===== src/hdl/occ_pkg.sv =====
package occ_pkg;

  localparam int unsigned COUNT_W       = 16;
  localparam int unsigned CFG_W         = 11;
  localparam int unsigned ROW_WIDTH_RST = 256;

  localparam logic signed [COUNT_W-1:0] GROUND_COUNT = -16'sd1;
  localparam logic signed [COUNT_W-1:0] FREE_COUNT   = 16'sd1;
  localparam logic signed [COUNT_W-1:0] OCC_LO_MIN   = 16'sd2;
  localparam logic signed [COUNT_W-1:0] OCC_LO_MAX   = 16'sd4;
  localparam logic signed [COUNT_W-1:0] SPECIAL_MIN  = 16'sd5;
  localparam logic signed [COUNT_W-1:0] SPECIAL_MAX  = 16'sd19;
  localparam logic signed [COUNT_W-1:0] OCC_HI_MIN   = 16'sd20;
  localparam logic signed [COUNT_W-1:0] COUNT_MAX    = 16'sd32767;
  localparam logic signed [COUNT_W-1:0] UNSEEN_COUNT = 16'sd0;

  typedef enum logic [1:0] {
    CLS_FREE    = 2'd0,
    CLS_OCC     = 2'd1,
    CLS_UNKNOWN = 2'd2,
    CLS_SPECIAL = 2'd3
  } occ_class_e;

  // One window entry: in-grid flag and raw count.
  typedef struct packed {
    logic                      in_grid;
    logic signed [COUNT_W-1:0] count;
  } occ_entry_t;

  localparam int unsigned ENTRY_W = $bits(occ_entry_t);

  // Cell under test and its four neighbors; in_grid already folded with validity.
  typedef struct packed {
    occ_entry_t center;
    occ_entry_t left;
    occ_entry_t right;
    occ_entry_t above;
    occ_entry_t below;
  } occ_nbhd_t;

endpackage


===== src/hdl/occ_classify.sv =====
module occ_classify
  import occ_pkg::*;
(
  input  occ_nbhd_t  nbhd_i,
  output logic       has_result_o,
  output occ_class_e cls_o
);

  logic signed [COUNT_W-1:0] v;
  logic                      lin_unseen;
  logic                      any_ground;

  assign v            = nbhd_i.center.count;
  assign has_result_o = nbhd_i.center.in_grid;

  assign lin_unseen = nbhd_i.left.in_grid  && nbhd_i.left.count  == UNSEEN_COUNT &&
                      nbhd_i.right.in_grid && nbhd_i.right.count == UNSEEN_COUNT;
  assign any_ground = (nbhd_i.left.in_grid  && nbhd_i.left.count  == GROUND_COUNT) ||
                      (nbhd_i.right.in_grid && nbhd_i.right.count == GROUND_COUNT) ||
                      (nbhd_i.above.in_grid && nbhd_i.above.count == GROUND_COUNT) ||
                      (nbhd_i.below.in_grid && nbhd_i.below.count == GROUND_COUNT);

  always_comb begin
    if (v == FREE_COUNT) begin
      cls_o = CLS_FREE;
    end else if (v inside {[OCC_LO_MIN:OCC_LO_MAX], [OCC_HI_MIN:COUNT_MAX]}) begin
      cls_o = CLS_OCC;
    end else if (v inside {[SPECIAL_MIN:SPECIAL_MAX]}) begin
      cls_o = CLS_SPECIAL;
    end else if (v == UNSEEN_COUNT) begin
      cls_o = lin_unseen ? CLS_UNKNOWN : CLS_FREE;
    end else if (v == GROUND_COUNT) begin
      cls_o = any_ground ? CLS_OCC : CLS_FREE;
    end else begin
      cls_o = CLS_FREE;
    end
  end

endmodule


===== config.mk =====
export PLATFORM = sky130hd
export DESIGN_NAME = occ_classify
export DESIGN_NICKNAME = d
export VERILOG_FILES = /design/src/hdl/occ_pkg.sv /design/src/hdl/occ_classify.sv
export SDC_FILE = /design/constraint.sdc
export NUM_CORES = 1
export LEC_CHECK = 0
export BUFFER_PORTS_ARGS = -buffer_cell sky130_fd_sc_hd__buf_4
export CORE_MARGIN = 4
export CORE_UTILIZATION = 23
export DETAILED_ROUTE_END_ITERATION = 16
export PLACE_DENSITY = 0.92
export SLEW_MARGIN = 5
export SYNTH_ARGS = -nofsm -noshare
export SYNTH_HDL_FRONTEND = slang
export SYNTH_SLANG_ARGS = --single-unit

===== constraint.sdc =====
create_clock -name vclk -period 1
set_clock_uncertainty 0.15 [all_clocks]
set_input_delay 0.05 -clock vclk [all_inputs]
set_output_delay 0.05 -clock vclk [all_outputs]
set_load 0.01 [all_outputs]

==> results of run 1 <==
==> how the worst max path moves through the flow <==
stage	to	depth (start not counted)
5_1_grt	cls_o[1]	7
3_5_place_dp	cls_o[1]	7
4_1_cts	cls_o[1]	7
6_report	cls_o[1]	7
2_1_floorplan	cls_o[1]	5
3_3_place_gp	cls_o[1]	7
==> worst max-delay path, stage by stage <==
cell and delay, ns:
buf_4 0.12, nor4_2 0.27, nand4_1 0.13, nor3_2 0.19, a21oi_2 0.06, nor3_2 0.11, buf_4 0.14
==> power by group through the flow <==
stage               clock network [µW]  registers (µW)  logic [µW]
finish                               0               0         419
global route                         0               0         445
CTS                                  0               0         398
detailed placement                   0               0         351
global placement                     0               0         339
floorplan                            0               0        42.6
==> metal layers <==
metal	global-route usage (%)	wire (µm)	share of wire [%]
met5	0	0	0
met2	50.3	1570	59
met1	19.1	810	30
met4	4.84	59	2.2
met3	2.63	241	9.0
==> area by class of cell <==
cell class                 instances  area (µm²)  area share [%]
multi-input combinational         56         459            36.7
tap                               16        20.0            1.60
timing repair buffer              94         772            61.7
==> per-stage QoR <==
step           setup TNS (ns)  area, µm²  worst slack [ns]  power, µW  cells
2_1_floorplan         -0.0240        362           -0.0240       42.6     57
3_3_place_gp           -0.557       1070            -0.312        339    165
3_5_place_dp           -0.573       1070            -0.314        351    165
4_1_cts                -0.413       1210            -0.230        398    166
5_1_grt                -0.615       1250            -0.346        445    166
6_report               -0.461       1250            -0.258        419    166
==> timing repair <==
item                                    CTS  global route
hold endpoints to repair                  1             0
resized for setup                        25             8
pin swaps                                10             4
hold buffers                              1             0
endpoints found under the setup margin    2             2
buffers inserted                          0             0
==> layout by cell type, fill, tap and decap left out, types with 2 or more instances in the layout <==
master / instances
nor2_1: 2
nand2_1: 6
nor4_2: 10
nand4_1: 23
nor4b_4: 2
o21ai_0: 2
nor3_2: 2
buf_6: 15
nor4_1: 3
buf_4: 77
==> cell families (layout without fill, tap and decap cells) <==
logic type	after synthesis	in the layout	share of synthesized area, %
AOI/OAI and AO/OA	5	5	8.65
buffers and inverters	1	94	2.08
and+or+nand+nor	51	51	89.3
==> flow_summary.yaml, run 1 <==
global_route:
  overflow: 0
  antenna_found_initial: 0
  grt_pass1_vias: 978
  grt_usage_pct: 22.0
  grt_max_degree: 4
  grt_pass1_wl_mm: 3.66
floorplan:
  dieHeight_um: 47.7
  die_w_um: 47.7
  coreArea_um2: 1490
  die_area_um2: 2270
  num_rows: 14
  initial_core_util_pct: 24.3
  ios: 88
cells_and_area:
  area_delta_synth_final_pct: 246
  nets: 237
  nClkBuffers: 0
  seqCellArea_um2: 0
  final_util_pct: 84.0
  fillers: 95
  seq_cell_count: 0
  drive_gt1_share_pct: 73.3
  antenna_cells: 0
yosys:
  yosysMostFrequentCell: "nand4_1"
  syn_avg_cell_area_um2: 6.34
  synth_common_cells: "nand4_1 (23), nor4_1 (13), nand2_1 (6)"
  ys_seq_area_share_pct: 0
  synth_area_leaders: "nand4_1 (40%), nor4_1 (22%), nor4b_2 (8.3%)"
  synth_cells: 57
  syn-cell-area_um2: 362
  ys_types: 14
  syn-num-nets: 142
  synth_top_area_share_pct: 39.8
  synth_top_cell_by_area: "nand4_1"
  ys_warn_count: 0
timing:
  clock.fmax_ghz: 0.795
  period_minus_slack_ns: 1.26
  rsz0062_at_grt: "yes"
  finalWorstSetupSlack_ns: -0.258
  max_slew_margin_pct: 77.3
  hold_viol_final: 0
  report.final.slew_viol_count: 0
  fin_crit_sh_pct: 126
  worst_pin_slew_ns: 0.337
  hold_slack_ns: 0.232
  setup_violations: 2
routing:
  drtIter0Drc: 11
  avgViaCountPerCell: 5.61
  drt.antenna.violating_nets: 0
  drt-pass1-iter-count: 4
  routedWlPerCell_um: 16.1
  wl_mm: 2.68
  drc: 0
  num_vias: 931
worst_setup_path:
  critPathKind: "in2out"
  cp.required_ns: 0.80
  critPathLaunchType: "input pin"
  critPathMaxFanout: 2
  critPathLaunch: "nbhd_i[47]"
  cp.arrival_ns: 1.06
  worstSetupEndpointType: "primary output"
place:
  dpl.hpwl_mm: 2.19
  gp_congestion: 0.754
  port_buffers: 86
flow_run:
  maxCapViolCount: 0
outcome:
  status: "complete, but fails checks"
  violations: "setup timing"
worst_hold_path:
  hold_depth: 3
  hold_path_startpoint: "nbhd_i[83]"
  min_to: "cls_o[1]"
  hold_path_class: "in2out"
pwr:
  ir_worst_vdd_v: 0.000232
  seqPwrFrac_pct: 0
  p_leak_uw: 0.000543
  pwr-share-comb_pct: 100.0
  p_clk_share_pct: 0
  switching_share_pct: 32.5
  power.internal_uw: 283
  switchingPower_uw: 136
  power.density_nw_per_um2: 335
Power figures use the tool's default switching activity.
==> run 2: changes to the inputs <==
- SETUP_SLACK_MARGIN: unset -> 0.4
==> run 2 against run 1 <==
Effect of this change:
- non-clock buffer count down 1
- clock-buffer cell count unchanged
- the run ends with hold timing, setup timing left
- core utilization down 1.3 points
==> flow_summary.yaml, run 2 (same netlist as run 1, synthesis figures left out) <==
routing:
  wl_mm: 2.57
  routedWlPerCell_um: 15.6
  avgViaCountPerCell: 5.62
  drc: 0
  drt.antenna.violating_nets: 0
  num_vias: 927
  drt-pass1-iter-count: 4
  drtIter0Drc: 9
worst_setup_path:
  worstSetupEndpointType: "primary output"
  critPathKind: "in2out"
  critPathLaunchType: "input pin"
  cp.required_ns: 0.80
  critPathMaxFanout: 2
  cp.arrival_ns: 1.05
place:
  post_dp_cell_area_um2: 1070
  gp_congestion: 0.748
  port_buffers: 86
  dpl.hpwl_mm: 2.18
pwr:
  p_leak_uw: 0.000529
  ir_worst_vdd_v: 0.000248
  power.total_uw: 414
  power.density_nw_per_um2: 336
global_route:
  grt_max_degree: 4
  overflow: 0
  antenna_found_initial: 0
  grt_pass1_wl_mm: 3.31
  grt_usage_pct: 19.5
  grt_pass1_vias: 910
floorplan:
  dieHeight_um: 47.7
  ios: 88
  num_rows: 14
  coreArea_um2: 1490
  initial_core_util_pct: 24.3
  die_area_um2: 2270
  die_w_um: 47.7
clock_tree:
  cts_setup_buffers: 0
timing:
  finalWorstSetupSlack_ns: -0.247
  rsz0062_at_grt: "yes"
  hold_slack_ns: -0.0499
  final.setup.tns_ns: -0.459
  fin_crit_sh_pct: 125
  clock.fmax_ghz: 0.802
  setup_violations: 2
  period_minus_slack_ns: 1.25
  worst_pin_slew_ns: 0.254
  max_slew_margin_pct: 82.9
  report.final.slew_viol_count: 0
  hold_viol_final: 1
cells_and_area:
  drive_gt1_share_pct: 73.8
  final_util_pct: 82.8
  seq_cell_count: 0
  nets: 236
  seqCellArea_um2: 0
  finalInstanceArea_um2: 1230
  final_common_cell: "buf_4"
  final_cell_mix: "buf_4 (85), nand4_1 (23), buf_6 (8)"
  area_delta_synth_final_pct: 241
  antenna_cells: 0
  nClkBuffers: 0
flow_run:
  maxCapViolCount: 0
outcome:
  violations: "hold timing, setup timing"
  status: "complete, but fails checks"
worst_hold_path:
  hold_path_class: "in2out"
## run 2: layout make-up
type                            count  area, µm²
Timing Repair Buffer               93        728
Fill cell                          90        256
Tap cell                           16       20.0
Multi-Input combinational cell     56        484
## run 2: final timing paths
kind,start,end,depth (start not counted)
max,nbhd_i[47],cls_o[1],7
min,nbhd_i[84],has_result_o,0
## run 2: timing repair
action	CTS	global route
gates resized for setup	14	13
pin swaps	4	6
hold endpoints to repair	1	1
setup endpoints to repair	2	2
## run 2: critical path, cell delays in order
cell and delay [ns]:
buf_4 0.12, nor4_4 0.24, nand4_1 0.13, nor3_2 0.20
a21oi_2 0.06, nor3_2 0.11, buf_4 0.14
## run 2: power breakdown
part	switching, µW	total [µW]	leakage, µW	internal (µW)
logic	142	414	0.000529	272
registers	0	0	0	0
clock network	0	0	0	0
## run 2: layer usage
layer,global-route usage [%],up-vias,wire (µm)
met5,0,-,0
met4,1.61,0,55
met3,2.26,6,265
met2,42.2,54,1470
met1,20.0,423,777
li1,-,444,-
## run 2: per-stage QoR
stage | cells | worst slack [ns]
floorplan | 57 | -0.0240
global placement | 165 | -0.297
detailed placement | 165 | -0.300
CTS | 165 | -0.233
global route | 165 | -0.334
finish | 165 | -0.247
